<file path="config.mk">
export PLATFORM = sky130hd
export DESIGN_NAME = rrop_ctrl
export DESIGN_NICKNAME = d
export VERILOG_FILES = /design/src/hdl/rrop_pkg.sv /design/src/hdl/rrop_ctrl.sv
export SDC_FILE = /design/constraint.sdc
export NUM_CORES = 1
export LEC_CHECK = 0
export BUFFER_PORTS_ARGS = -buffer_cell sky130_fd_sc_hd__buf_2
export CORE_AREA = 2 2 39 41
export CTS_BUF_LIST = sky130_fd_sc_hd__clkbuf_4 sky130_fd_sc_hd__clkbuf_8 sky130_fd_sc_hd__clkbuf_16
export CTS_CLUSTER_SIZE = 12
export DETAILED_ROUTE_END_ITERATION = 8
export DIE_AREA = 0 0 41 43
export PLACE_DENSITY_LB_ADDON = 0.2
export SYNTH_ARGS = -nofsm -noshare
export SYNTH_HDL_FRONTEND = slang
export SYNTH_SLANG_ARGS = --single-unit
export TNS_END_PERCENT = 100
</file>
<file path="constraint.sdc">
create_clock -name clk -period 2.9 [get_ports clk]
set_input_delay 0.145 -clock clk [delete_from_list [all_inputs] [get_ports clk]]
set_output_delay 0.145 -clock clk [all_outputs]
set_load 0.01 [all_outputs]
</file>
<file path="src/hdl/rrop_pkg.sv">
// ----------------------------------------------------------------------------
// Rounded rectangle outline points: shared package
// Widths, register codes, sequencer states, control bundle and the CORDIC
// arctangent table.
// ----------------------------------------------------------------------------
package rrop_pkg;

  localparam int MAX_QUALITY  = 4096;
  localparam int CORDIC_STEPS = 16;

  localparam int IDX_W    = $clog2(MAX_QUALITY);
  localparam int QUAL_W   = IDX_W + 1;
  localparam int COORD_W  = 24;
  localparam int DIM_W    = 23;
  localparam int ARC_W    = 16;
  localparam int COLOR_W  = 32;
  localparam int STATUS_W = 2;
  localparam int CFG_IDX_W  = 3;
  localparam int CFG_DATA_W = 32;

  localparam int TURN_W     = 32;
  localparam int DIV_CNT_W  = $clog2(TURN_W);
  localparam int CSTEP_W    = $clog2(CORDIC_STEPS);
  localparam int CNT_W      = (DIV_CNT_W > CSTEP_W) ? DIV_CNT_W : CSTEP_W;
  localparam int ATAN_IDX_W = 5;

  localparam logic [30:0]        PI_HALF_Q30 = 31'd1686629713;
  localparam logic signed [31:0] GAIN_Q30    = 32'sd652032874;

  localparam logic [CFG_IDX_W-1:0] CFG_QUALITY     = 3'd0;
  localparam logic [CFG_IDX_W-1:0] CFG_POS_X       = 3'd1;
  localparam logic [CFG_IDX_W-1:0] CFG_POS_Y       = 3'd2;
  localparam logic [CFG_IDX_W-1:0] CFG_RECT_WIDTH  = 3'd3;
  localparam logic [CFG_IDX_W-1:0] CFG_RECT_HEIGHT = 3'd4;
  localparam logic [CFG_IDX_W-1:0] CFG_ARC_RATIO   = 3'd5;
  localparam logic [CFG_IDX_W-1:0] CFG_FILL_COLOR  = 3'd6;

  localparam logic [STATUS_W-1:0] STATUS_OK      = 2'd0;
  localparam logic [STATUS_W-1:0] STATUS_QUALITY = 2'd1;
  localparam logic [STATUS_W-1:0] STATUS_RANGE   = 2'd2;

  typedef enum logic [3:0] {
    ST_IDLE,
    ST_SETUP,
    ST_DIV,
    ST_ANGLE,
    ST_CINIT,
    ST_CORDIC,
    ST_MULX,
    ST_MULY,
    ST_FIN
  } state_t;

  typedef struct packed {
    logic             load;
    logic             setup;
    logic             div;
    logic             angle;
    logic             cinit;
    logic             cordic;
    logic             mulx;
    logic             muly;
    logic             fin;
    logic [CNT_W-1:0] step;
  } ctrl_t;

  typedef struct packed {
    logic [QUAL_W-1:0]  quality;
    logic [COORD_W-1:0] pos_x;
    logic [COORD_W-1:0] pos_y;
    logic [DIM_W-1:0]   rect_width;
    logic [DIM_W-1:0]   rect_height;
    logic [ARC_W-1:0]   arc_ratio;
    logic [COLOR_W-1:0] fill_color;
  } cfg_t;

  // atan(2^-i) in Q30, truncated
  function automatic logic signed [31:0] atan_q30(input logic [ATAN_IDX_W-1:0] i);
    logic signed [31:0] v;
    case (i)
      5'd0:    v = 32'sd843314856;
      5'd1:    v = 32'sd497837829;
      5'd2:    v = 32'sd263043836;
      5'd3:    v = 32'sd133525158;
      5'd4:    v = 32'sd67021686;
      5'd5:    v = 32'sd33543515;
      5'd6:    v = 32'sd16775850;
      5'd7:    v = 32'sd8388437;
      5'd8:    v = 32'sd4194282;
      5'd9:    v = 32'sd2097149;
      5'd10:   v = 32'sd1048575;
      5'd11:   v = 32'sd524287;
      5'd12:   v = 32'sd262143;
      5'd13:   v = 32'sd131071;
      5'd14:   v = 32'sd65535;
      5'd15:   v = 32'sd32767;
      5'd16:   v = 32'sd16383;
      5'd17:   v = 32'sd8191;
      5'd18:   v = 32'sd4095;
      5'd19:   v = 32'sd2047;
      5'd20:   v = 32'sd1023;
      5'd21:   v = 32'sd511;
      5'd22:   v = 32'sd255;
      5'd23:   v = 32'sd127;
      default: v = 32'sd0;
    endcase
    return v;
  endfunction

endpackage

</file>
<file path="src/hdl/rrop_ctrl.sv">
// ----------------------------------------------------------------------------
// Rounded rectangle outline points: sequencer
// Steps the shared datapath through setup, turn division, angle scaling,
// CORDIC rotation and the final offset products.
// ----------------------------------------------------------------------------
module rrop_ctrl import rrop_pkg::*; (
  input  logic  clk,
  input  logic  rst_n,
  input  logic  start,
  input  logic  setup_err,
  output logic  busy,
  output ctrl_t ctrl
);

  state_t           state_r, state_nxt;
  logic [CNT_W-1:0] cnt_r, cnt_nxt;

  always_comb begin
    state_nxt = state_r;
    case (state_r)
      ST_IDLE:   if (start) state_nxt = ST_SETUP;
      ST_SETUP:  state_nxt = setup_err ? ST_IDLE : ST_DIV;
      ST_DIV:    if (cnt_r == CNT_W'(TURN_W - 1)) state_nxt = ST_ANGLE;
      ST_ANGLE:  state_nxt = ST_CINIT;
      ST_CINIT:  state_nxt = ST_CORDIC;
      ST_CORDIC: if (cnt_r == CNT_W'(CORDIC_STEPS - 1)) state_nxt = ST_MULX;
      ST_MULX:   state_nxt = ST_MULY;
      ST_MULY:   state_nxt = ST_FIN;
      ST_FIN:    state_nxt = ST_IDLE;
      default:   state_nxt = ST_IDLE;
    endcase
  end

  always_comb begin
    if ((state_r inside {ST_DIV, ST_CORDIC}) && state_nxt == state_r) begin
      cnt_nxt = cnt_r + CNT_W'(1);
    end else begin
      cnt_nxt = '0;
    end
  end

  always_comb begin
    ctrl      = '0;
    ctrl.step = cnt_r;
    case (state_r)
      ST_IDLE:   ctrl.load   = start;
      ST_SETUP:  ctrl.setup  = 1'b1;
      ST_DIV:    ctrl.div    = 1'b1;
      ST_ANGLE:  ctrl.angle  = 1'b1;
      ST_CINIT:  ctrl.cinit  = 1'b1;
      ST_CORDIC: ctrl.cordic = 1'b1;
      ST_MULX:   ctrl.mulx   = 1'b1;
      ST_MULY:   ctrl.muly   = 1'b1;
      ST_FIN:    ctrl.fin    = 1'b1;
      default:   ctrl        = '0;
    endcase
  end

  assign busy = (state_r != ST_IDLE);

  always_ff @(posedge clk) begin
    if (!rst_n) begin
      state_r <= ST_IDLE;
      cnt_r   <= '0;
    end else begin
      state_r <= state_nxt;
      cnt_r   <= cnt_nxt;
    end
  end

endmodule

</file>
[Yosys cells after proc, flatten, opt, wreduce, memory -nomap -nowiden]
Index checks and enable logic that the tools add are counted.
Word-level totals
  bits in latches: 0
  memories: 0
  bits of input ports: 4
  register bits after elaboration: 9
  ROM bits: 0
  memory bits (writable): 0
Operators by class
  add/subtract/negate cells: 1
  bitwise logic cells: 0
  mux-type cells: 15
  div/mod/pow operators: 0
  reduce and logical (&&, ||, !) cells: 6
  order comparisons: 0
  equal/unequal tests: 11
  multipliers: 0
  shift operators: 0
Operator list (count)
  one-hot mux 4 bit (8 select lines): 1
  equality test 4 x 3 -> 1 bit, second input constant: 4
  two-way mux 4 bit: 3
  two-way mux 1 bit: 9
  OR reduction 9 bit: 1
  equality test 4 x 2 -> 1 bit, second input constant: 2
  adder 5 x 1 -> 5 bit, second input constant: 1
  equality test 5 x 4 -> 1 bit, second input constant: 1
  equality test 5 bit, second input constant: 1
  two-way mux 5 bit: 1
  equality test 4 x 1 -> 1 bit, second input constant: 1
  equality test 4 bit: 1
  equality test 4 bit, second input constant: 1
  zero test 4 bit: 1
  nonzero test 4 bit: 1
  two-way mux 2 bit: 1
  AND reduction 2 bit: 1
  nonzero test 2 bit: 1
  logical AND 1 bit: 1

[Logic depth before layout (Yosys ltp)]
Gate-level depths: netlist (run 1).
  depth after elaboration: 6
  gate-level depth with buffers: 6
  depth with buffers taken out: 6

[Worst setup path after synthesis (run 1)]
OpenSTA, ideal clock, no wires.
  path type: register -> register
  start point: register cnt_r[0]
  end point: register state_r[1]
  required time: 2781 ps
  clock period less this slack: 1370 ps
  path slack: 1530 ps
  buffers on the path: 0
  stages on the path, launching flop included: 7
  data arrival time: 1251 ps
  path through: dfxtp_1 ha_1 and3_1 ha_1 and2_0 o21ai_0 a21oi_1
On the way
  word-level cells in the longest chain between the ends: 3
  elaborated cells between the ends (all ways): 5
Ends and longest elaborated chain
  start: declaration: RTL line rrop_ctrl.sv:16  | logic [CNT_W-1:0] cnt_r, cnt_nxt;
  start signal: assignment: RTL line rrop_ctrl.sv:67  | cnt_r <= cnt_nxt;
  equality test 5 x 4 -> 1 bit or equality test 5 bit (tied branches): RTL line rrop_ctrl.sv:26, rrop_ctrl.sv:23
  two-way mux 4 bit, on equally long branches: RTL line rrop_ctrl.sv:26, rrop_ctrl.sv:23
  one-hot mux 4 bit (8 select lines) (*): RTL line rrop_ctrl.sv:20  | case (state_r)
  end signal: assignment: RTL line rrop_ctrl.sv:66  | state_r <= state_nxt;
  end: declaration: RTL line rrop_ctrl.sv:15  | state_t state_r, state_nxt;
Every way passes the cells marked *; elsewhere a longest branch is shown, timed or not.
A chain may end at the register's enable or synchronous reset.

==> key figures, run 1 <==
Run status
  – Status: finished clean

Worst setup path
  – Max incr delay on CP: 0.53 ns
  – WS Path Type: flop to output port
  – CP Data Required Time: ~2.8 ns
  – Critical path startpoint category: flop
  – FF-to-FF Start: cnt_r[0]$_SDFF_PN0_
  – Worst r2r dst: cnt_r[3]$_SDFF_PN0_
  – Worst Setup SP: state_r[2]$_SDFF_PN0_
  – Worst path cell trace: o31ai_1 > and2_1 > buf_2
  – Critical path's slowest cell: o31ai_1
  – Worst setup path end: ctrl[4]
  – FF-to-FF setup slack: between 1 and 1.5 ns
  – R2r worst-path depth: 6
  – Worst-path maximum fanout: 11
  – Crit path buf inv count: 1
  – CP Capture Type: output port
  – Critical path depth: 3
  – Critical Path AT: 1.56 ns
  – CP delay by family, top: compound AO/OA/AOI/OAI gates

Floorplanning
  – Initial Util: between 30% and 40%
  – Die area: ~1800 sq um
  – Die H: ~43 um
  – Die span in x: approximately 41 um
  – I/O pins: 19
  – Core area: 1384 sq um
  – Site Rows: 14

Finish
  – Fin cells: 97
  – N_diodes: 0
  – Layout cells sized above 1: 30.86%
  – Synth-to-layout area growth: 22.37%
  – Finished Cell Area: 670.6 sq um
  – Fin nets: 89

Hold path
  – Worst Hold Class: primary input to flop
  – Hold Startpoint: rst_n

STA
  – Fin Clk Skew: ~0.0067 ns
  – Tightest Pin Transition: about 0.5 ns
  – Fmax: between 500 and 600 MHz
  – Max transition margin: between 60% and 70%
  – Fin Setup TNS: 0 ns
  – Setup-failing EPs final: 0
  – Slew Viols, Final: 0
  – Final period utilization: around 59%
  – RSZ-0062 raised after global routing: no
  – Final hold vios: 0
  – Min Clock Period, post-route: between 1.5 and 2 ns

GRT
  – Grt total ovfl: 0
  – Vias in the first global route: roughly 380
  – Largest net degree at the start of global routing: 12
  – GR Util All Layers: between 10% and 20%
  – Initial antenna violation count: 0
  – First-pass GRT wire length: between 1.5 and 2 mm

Logic synthesis
  – Post-synth cell types: 25
  – Fraction of registers with async set/reset: 0%
  – Post-synth EDFFs: 0
  – Synthesized instance count: 62
  – Number of synthesized register bits: 9
  – Synth Warn #: 0
  – Synth Flop Type: dfxtp_1
  – Mapped cell area: ~550 sq um
  – Mapped Avg Cell Area: about 9 sq um
  – Syn Nets: ~70
  – Register area share after synthesis: roughly 33%

Power and ir drop
  – Max VDD drop: between 300 and 400 uV
  – Switching part of the total: a little under a quarter
  – P_sw: about 0.06 mW
  – Leak: 0.3177 nW
  – Int Pwr: 0.2034 mW
  – Pwr Density: about 400 nW/um^2
  – Seq pwr share: approximately half
  – Combinational power share: between 10% and 20%
  – Clk pwr share: 39.1%

Route
  – Post-DR wirelength/cell: 10.53 um
  – Final ANT Viol Nets: 0
  – DRC: 0
  – Drt via density: 4.876
  – Drt pass-1 iters: 4
  – Total Wirelength: around 1 mm
  – Via Count: 473
  – Initial DRC count: 9

Clocking
  – Bufs on Longest Clock Path: 2
  – Worst-skew pair later-pin latency: between 0.2 and 0.3 ns
  – CTS sink cnt: 9
  – Num CTS Buffers: 3
  – Post-CTS Repair Setup Buffers: 0
  – Resized Gates After CTS: 0
  – H-Tree Depth: 1
  – Post-CTS Hold Buffers: 0
  – CTS tree: done
  – CTS root buf: clkbuf_4
  – Reg clk slew, reported paths: roughly 0.060 ns

Place
  – Cells after DPL: 93
  – # port buffers: 18
  – DP Area: approximately 640 sq um
  – Final HPWL DP: between 800 and 900 um
  – GP Congestion: approximately 0.72

Run
  – Max-Cap Viols: 0
## metrics by stage
stage | utilization (%) | power [mW] | hold WS [ns] | worst slack [ns]
finish | 48.46 | 0.2650 | 0.1544 | 1.197
global route | 48.46 | 0.2771 | 0.1563 | 1.073
CTS | 48.46 | 0.2702 | 0.1457 | 1.142
detailed placement | 46.29 | 0.1643 | 0.4214 | 1.443
global placement | 46.29 | 0.1640 | 0.4184 | 1.429
floorplan | - | 0.1551 | 0.2667 | 1.530
## power groups by stage
stage	clock network (mW)	logic (mW)	registers, mW
global route	0.112	0.0309	0.134
detailed placement	0	0.0280	0.136
CTS	0.109	0.0281	0.134
floorplan	0	0.0247	0.130
finish	0.104	0.0278	0.134
global placement	0	0.0276	0.136
## placed cells by master, fill, tap and decap left out
| cell type | instances |
|---|---|
| nand2_1 | 2 |
| nor2_1 | 11 |
| a21oi_1 | 1 |
| and3_1 | 2 |
| inv_1 | 2 |
| a32oi_2 | 1 |
| nand3_1 | 1 |
| nor4b_4 | 1 |
| xor2_1 | 2 |
| and2_1 | 7 |
| o21ai_0 | 2 |
| o31ai_1 | 1 |
| nor3_1 | 2 |
| dfxtp_1 | 9 |
| xnor2_1 | 1 |
| a2bb2oi_1 | 1 |
| buf_2 | 18 |
| nor2b_1 | 3 |
| nor4bb_4 | 1 |
| ha_1 | 3 |
| clkbuf_4 | 4 |
| nand2b_1 | 3 |
| nor4b_1 | 1 |
| mux2i_1 | 1 |
| and2_0 | 1 |
## layer usage
metal  routed length [um]  part of all wire (%)  vias to the layer above  GRT usage, %
li1                     -                     -                      246             -
met1                  456                    45                      215         15.64
met2                  486                    48                       12         20.94
met3                   79                   7.7                        0         9.424
met4                    0                     0                        0         4.000
met5                    0                     0                        -             0
## Yosys cell counts, types with 2 or more instances
cell | instances | share of area (%)
nor2b_1 | 3 | 3.4
dfxtp_1 | 9 | 33
nand2_1 | 2 | 1.4
and3_1 | 2 | 2.3
nor3_1 | 2 | 1.8
and2_1 | 7 | 8.0
nand2b_1 | 3 | 3.4
inv_1 | 2 | 1.4
buf_2 | 2 | 1.8
nor2_1 | 11 | 7.5
o21ai_0 | 2 | 1.8
xor2_1 | 2 | 3.2
ha_1 | 3 | 6.9
## final cells by class
| type | count | area, sq um |
|---|---|---|
| timing repair buffer | 18 | 90.09 |
| clock buffer | 4 | 30.03 |
| multi-input combinational | 48 | 342.8 |
| fill | 143 | 713.2 |
| tap | 16 | 20.02 |
| sequential | 9 | 180.2 |
| inverter | 2 | 7.507 |
## cells by family after synthesis
family	share of synthesized area, %
adders and majority gates	6.850
DFF	32.88
AOI/OAI and AO/OA	8.677
buffers and inverters	4.567
and+or+nand+nor	40.41
xor gates and xnor gates	4.795
muxes	1.827
## registers in the layout (all words and copies together), names as in the netlist
name and flops:
state_r 4, cnt_r 5
## worst min path at each step
stage,endpoint,cells after the start
after global routing,state_r[3]$_SDFF_PN0_,2
final,state_r[3]$_SDFF_PN0_,2
after global placement,state_r[3]$_SDFF_PN0_,2
after floorplan,state_r[3]$_SDFF_PN0_,1
after CTS,state_r[3]$_SDFF_PN0_,2
after detailed placement,state_r[3]$_SDFF_PN0_,2
No activity file was read; power rests on OpenSTA's default activity.
==> run 2: changes to the inputs <==
- clock period: 2.9 -> 1.7 ns (I/O delays scaled with it)
==> run 2 against run 1 <==
Critical path depth did not move. Register-to-register slack worse by 1.2 ns. Combinational power up 69%. Clock-buffer cell count is the same. Global-route usage decreased by 0.32 points. Worst hold slack worse by 0.066 ns. Non-clock buffer count stayed put. Sequential power rose by 70%. Core utilization is 0.36 points higher. Total power grew 70%. Final cell count did not move. Sequential share of layout area shrank 0.20 points.
==> key figures, run 2 (synthesized netlist as in run 1, its figures left out) <==
Hold path
  – Worst Hold Class: primary input to flop
  – Hold Startpoint: rst_n

STA
  – Tightest Pin Transition: 0.4594 ns (-0.04023 ns)
  – Setup-failing EPs final: 0 (unchanged)
  – Slew Viols, Final: 0 (unchanged)
  – Hold WS: 0.08802 ns (-0.06635 ns)
  – Final period utilization: a little under 90%
  – RSZ-0062 raised after global routing: no
  – Max transition margin: 69.33% (+2.9 points)
  – Min Clock Period, post-route: 1.517 ns
  – Fmax: about 660 MHz
  – Fin Clk Skew: 0.006562 ns (-0.0001547 ns)
  – Final hold vios: 0 (unchanged)
  – Fin Setup TNS: 0 ns (unchanged)

Floorplanning
  – Die span in x: 41 um (unchanged)
  – Core area: 1384 sq um (unchanged)
  – Die H: 43 um (unchanged)
  – Initial Util: 39.60% (unchanged)
  – Die area: 1763 sq um (unchanged)
  – Site Rows: 14 (unchanged)
  – I/O pins: 19 (unchanged)

GRT
  – Vias in the first global route: 384 (unchanged)
  – Initial antenna violation count: 0 (unchanged)
  – Grt total ovfl: 0 (unchanged)
  – GR Util All Layers: 13.70% (-0.32 points)
  – First-pass GRT wire length: 1.587 mm (-1.7%)
  – Largest net degree at the start of global routing: 12 (unchanged)

Finish
  – Synth-to-layout area growth: 23.29%
  – N_diodes: 0 (unchanged)
  – Fin nets: 89 (unchanged)
  – Regs by FF count: cnt_r (5), state_r (4)
  – Layout cells sized above 1: 32.10% (+1.2 points)
  – Most common cell after layout, fill and taps aside: buf_2
  – Most flops, register: cnt_r
  – Fillers: 142 (-0.70%)
  – Largest register FFs: 5 (unchanged)
  – Commonest cells after routing, fill and taps aside: buf_2 (18), nor2_1 (11), dfxtp_1 (9), and2_1 (7), clkbuf_4 (4)

Clocking
  – Reg clk slew, reported paths: 0.06 ns (about the same)
  – Resized Gates After CTS: 0 (unchanged)
  – Num CTS Buffers: 3 (unchanged)
  – Worst-skew pair later-pin latency: 0.26 ns (about the same)
  – Post-CTS Hold Buffers: 0 (unchanged)
  – CTS root buf: clkbuf_4
  – Post-CTS Repair Setup Buffers: 0 (unchanged)
  – CTS tree: done
  – CTS sink cnt: 9 (unchanged)
  – H-Tree Depth: 1 (unchanged)
  – Bufs on Longest Clock Path: 2 (unchanged)

Worst setup path
  – Critical Path AT: 1.43 ns (-0.13 ns)
  – CP delay by family, top: flip-flops
  – Crit path buf inv count: 1 (unchanged)
  – CP Capture Type: output port
  – Max incr delay on CP: 0.45 ns (-0.08 ns)
  – FF-to-FF Start: cnt_r[0]$_SDFF_PN0_
  – WS Path Type: flop to output port
  – FF-to-FF setup slack: 0.25 ns (-1.21 ns)
  – Critical path startpoint category: flop
  – Critical path's slowest cell: dfxtp_1
  – Worst Setup SP: state_r[2]$_SDFF_PN0_
  – Worst path cell trace: o31ai_2 > and2_1 > buf_2
  – Worst-path maximum fanout: 11 (unchanged)
  – CP Data Required Time: 1.62 ns (-1.14 ns)

Power and ir drop
  – Pwr Total: 0.4518 mW (+70%)
  – Leak: 0.3129 nW (-1.5%)
  – Pwr Density: 668.7 nW/um^2 (+69%)
  – Max VDD drop: 491.9 uV (+51%)

Run
  – Max-Cap Viols: 0 (unchanged)

Route
  – Post-DR wirelength/cell: 10.59 um (+0.59%)
  – DRC: 0 (unchanged)
  – Final ANT Viol Nets: 0 (unchanged)
  – Drt pass-1 iters: 2 (-2)
  – Initial DRC count: 3 (-6)
  – Total Wirelength: 1.027 mm (+0.59%)
  – Via Count: 465 (-1.7%)
  – Drt via density: 4.794 (-1.7%)

Place
  – Final HPWL DP: 796.1 um (-0.71%)
  – # port buffers: 18 (unchanged)
  – GP Congestion: 0.7215 (about the same)

Run status
  – Status: finished clean
-- run 2: final timing paths --
check                                              to  cells past startpoint
worst max register to register    cnt_r[3]$_SDFF_PN0_                      6
worst min register to register    cnt_r[0]$_SDFF_PN0_                      1
worst max-delay path                          ctrl[4]                      3
worst min-delay path            state_r[3]$_SDFF_PN0_                      2
-- run 2: layout make-up --
cell class	instances	area [sq um]	share of cell area, %
multi-input cells	48	347.8	51.48
well taps	16	20.02	2.963
inverters	2	7.507	1.111
flip-flops and latches	9	180.2	26.67
clock buffers	4	30.03	4.444
repair buffers	18	90.09	13.33
-- run 2: through the flow --
step	utilization, %	std cells	worst slack, ns	area [sq um]
finish	48.82	97	0.1834	675.6
global placement	46.29	93	0.2657	640.6
CTS	48.46	97	0.02705	670.6
floorplan	-	62	0.3297	548.0
global route	48.82	97	0.07613	675.6
detailed placement	46.29	93	0.2351	640.6
-- run 2: layer usage --
layer,GRT usage (%),wire [um]
met5,0,0
met1,14.94,423
met4,4.000,0
met2,20.63,519
met3,9.424,84
-- run 2: power by group --
part	switching, mW	leakage [nW]	internal (mW)	total (mW)
clock	0.0701	0.0184	0.106	0.176
combinational	0.0217	0.222	0.0255	0.0471
sequential	0.0131	0.0728	0.215	0.228
==> run 3: changes to the inputs <==
- CELL_PAD_IN_SITES_DETAIL_PLACEMENT: unset -> 0
- CELL_PAD_IN_SITES_GLOBAL_PLACEMENT: unset -> 1
- CORE_AREA: 2 2 39 41 -> unset
- CORE_UTILIZATION: unset -> 34
- DIE_AREA: 0 0 41 43 -> unset
==> run 3 against run 2 <==
Global-route usage rose by 0.26 points. Worst setup slack got worse by 0.044 ns. Worst hold slack improved by 0.00099 ns. Register-to-register slack got worse by 0.04 ns. Die area rose by 0.75%. Sequential cell count did not move. Largest cell class unchanged. Largest power group unchanged. Highest routed layer is now met4.
==> key figures, run 3 (synthesized netlist as in run 1, its figures left out) <==
Worst setup path
  – Max incr delay on CP: 0.46 ns (about the same)
  – Worst path cell trace: o31ai_1 > and2_1 > buf_2
  – CP Capture Type: output port
  – Critical Path AT: 1.48 ns (+0.05 ns)
  – WS Path Type: flop to output port
  – Critical path startpoint category: flop
  – Worst-path maximum fanout: 11 (unchanged)
  – CP Data Required Time: 1.62 ns (about the same)
  – Critical path's slowest cell: o31ai_1

STA
  – RSZ-0062 raised after global routing: no
  – Setup-failing EPs final: 0 (unchanged)
  – Final hold vios: 0 (unchanged)
  – Fmax: 640.7 MHz (-2.8%)
  – Min Clock Period, post-route: 1.561 ns (+0.04413 ns)
  – Max transition margin: 69.69% (+0.36 points)
  – Tightest Pin Transition: 0.4540 ns (-0.005405 ns)
  – Fin Setup TNS: 0 ns (unchanged)
  – Slew Viols, Final: 0 (unchanged)
  – Final period utilization: 91.81% (+2.6 points)
  – Fin Clk Skew: 0.001901 ns (-0.004661 ns)

Floorplanning
  – Die area: 1776 sq um (+0.75%)
  – I/O pins: 19 (unchanged)
  – Die H: 42.15 um (-2.0%)
  – Initial Util: 36.38% (-3.2 points)
  – Core area: 1506 sq um (+8.9%)
  – Site Rows: 14 (unchanged)
  – Die span in x: 42.15 um (+2.8%)

Power and ir drop
  – Switching part of the total: 23.04% (-0.19 points)
  – Max VDD drop: 458.5 uV (-6.8%)
  – Clk pwr share: 38.8% (-0.2 points)
  – Pwr Density: 665.7 nW/um^2 (-0.45%)
  – Combinational power share: 10.7% (+0.3 points)
  – Pwr Total: 0.4515 mW (about the same)
  – Seq pwr share: 50.5% (about the same)
  – Int Pwr: 0.3475 mW (+0.16%)
  – P_sw: 0.1040 mW (-0.88%)
  – Leak: 0.3232 nW (+3.3%)

Finish
  – Footprint of the multi-input gates: 342.8 sq um (-1.4%)
  – Commonest cells after routing, fill and taps aside: buf_2 (18), nor2_1 (11), dfxtp_1 (9), and2_1 (7), clkbuf_4 (4)
  – Largest register FFs: 5 (unchanged)
  – Most common cell after layout, fill and taps aside: buf_2
  – Synth-to-layout area growth: 23.74%
  – Finished Cell Area: 678.2 sq um (+0.37%)
  – Regs by FF count: cnt_r (5), state_r (4)
  – N_diodes: 0 (unchanged)
  – Fillers: 159 (+12%)
  – Seq. cell area: 180.2 sq um (unchanged)
  – Fin nets: 90 (+1.1%)
  – Most flops, register: cnt_r
  – Layout cells sized above 1: 31.71% (-0.39 points)

Route
  – Final ANT Viol Nets: 0 (unchanged)
  – Via Count: 486 (+4.5%)
  – DRC: 0 (unchanged)
  – Total Wirelength: 1.107 mm (+7.8%)
  – Drt via density: 4.959 (+3.4%)
  – Post-DR wirelength/cell: 11.30 um (+6.7%)
  – Drt pass-1 iters: 2 (unchanged)
  – Initial DRC count: 2 (-1)

Place
  – Final HPWL DP: 875.9 um (+10%)
  – # port buffers: 18 (unchanged)
  – DP Area: 648.1 sq um (+1.2%)
  – GP Congestion: 0.6817 (-5.5%)

Clocking
  – Bufs on Longest Clock Path: 2 (unchanged)
  – CTS root buf: clkbuf_4
  – Post-CTS Repair Setup Buffers: 0 (unchanged)
  – Reg clk slew, reported paths: 0.06 ns (about the same)
  – CTS tree: done
  – CTS sink cnt: 9 (unchanged)
  – Resized Gates After CTS: 0 (unchanged)
  – H-Tree Depth: 1 (unchanged)
  – Worst-skew pair later-pin latency: 0.25 ns (about the same)
  – Post-CTS Hold Buffers: 0 (unchanged)
  – Num CTS Buffers: 3 (unchanged)

GRT
  – Largest net degree at the start of global routing: 12 (unchanged)
  – First-pass GRT wire length: 1.773 mm (+12%)
  – Grt total ovfl: 0 (unchanged)
  – GR Util All Layers: 13.95% (+0.26 points)
  – Vias in the first global route: 418 (+8.9%)
  – Initial antenna violation count: 0 (unchanged)

Run
  – Max-Cap Viols: 0 (unchanged)

Run status
  – Status: finished clean

Hold path
  – Worst Hold Class: primary input to flop
run 3: cell types whose count changed in the layout (fill, tap and decap cells not counted), sizes merged:
| cell | delta |
|---|---|
| buf | +1 |
run 3: stage by stage:
step	instances	util, %	setup slack [ns]	hold WS, ns
6_report	98	45.02	0.1393	0.08901
5_1_grt	98	45.02	0.005836	0.1065
4_1_cts	98	45.02	0.1060	0.08139
3_5_place_dp	94	43.02	0.2044	0.3502
3_3_place_gp	94	43.02	0.2456	0.3504
2_1_floorplan	62	-	0.3297	0.2067
run 3: final cells by class:
class                   instances  area share [%]
flip-flops and latches          9           26.57
clock buffers                   4           4.428
multi-input cells              48           50.55
inverters                       2           1.107
well taps                      16           2.952
repair buffers                 19           14.39
run 3: final timing paths:
check / startpoint / end / slack [ns] / depth (start not counted)
min: rst_n / state_r[3]$_SDFF_PN0_ / 0.09 / 2
max reg2reg: cnt_r[0]$_SDFF_PN0_ / state_r[1]$_SDFF_PN0_ / 0.21 / 6
min reg2reg: cnt_r[0]$_SDFF_PN0_ / cnt_r[0]$_SDFF_PN0_ / 0.46 / 1
max: state_r[1]$_SDFF_PN0_ / ctrl[0] / 0.14 / 3
run 3: routing by layer:
metal / global-route usage, % / vias to the layer above / routed length [um]
met3: 5.172 / 2 / 68
met4: 9.375 / 0 / 18
met2: 21.56 / 14 / 546
met5: 0 / - / 0
met1: 15.96 / 221 / 474
li1: - / 249 / -
run 3: critical path, delay by kind of cell (launching register included):
| family | cells | cell delay (ns) |
|---|---|---|
| AOI/OAI and AO/OA | 1 | 0.46 |
| buffers and inverters | 1 | 0.12 |
| DFF | 1 | 0.44 |
| and+or+nand+nor | 1 | 0.19 |
run 3: power groups by stage:
stage	combinational (mW)	sequential, mW	clock [mW]
after floorplan	0.0421	0.222	0
after global placement	0.0489	0.232	0
after detailed placement	0.0491	0.232	0
after CTS	0.0493	0.228	0.185
after global routing	0.0543	0.229	0.199
final	0.0484	0.228	0.175
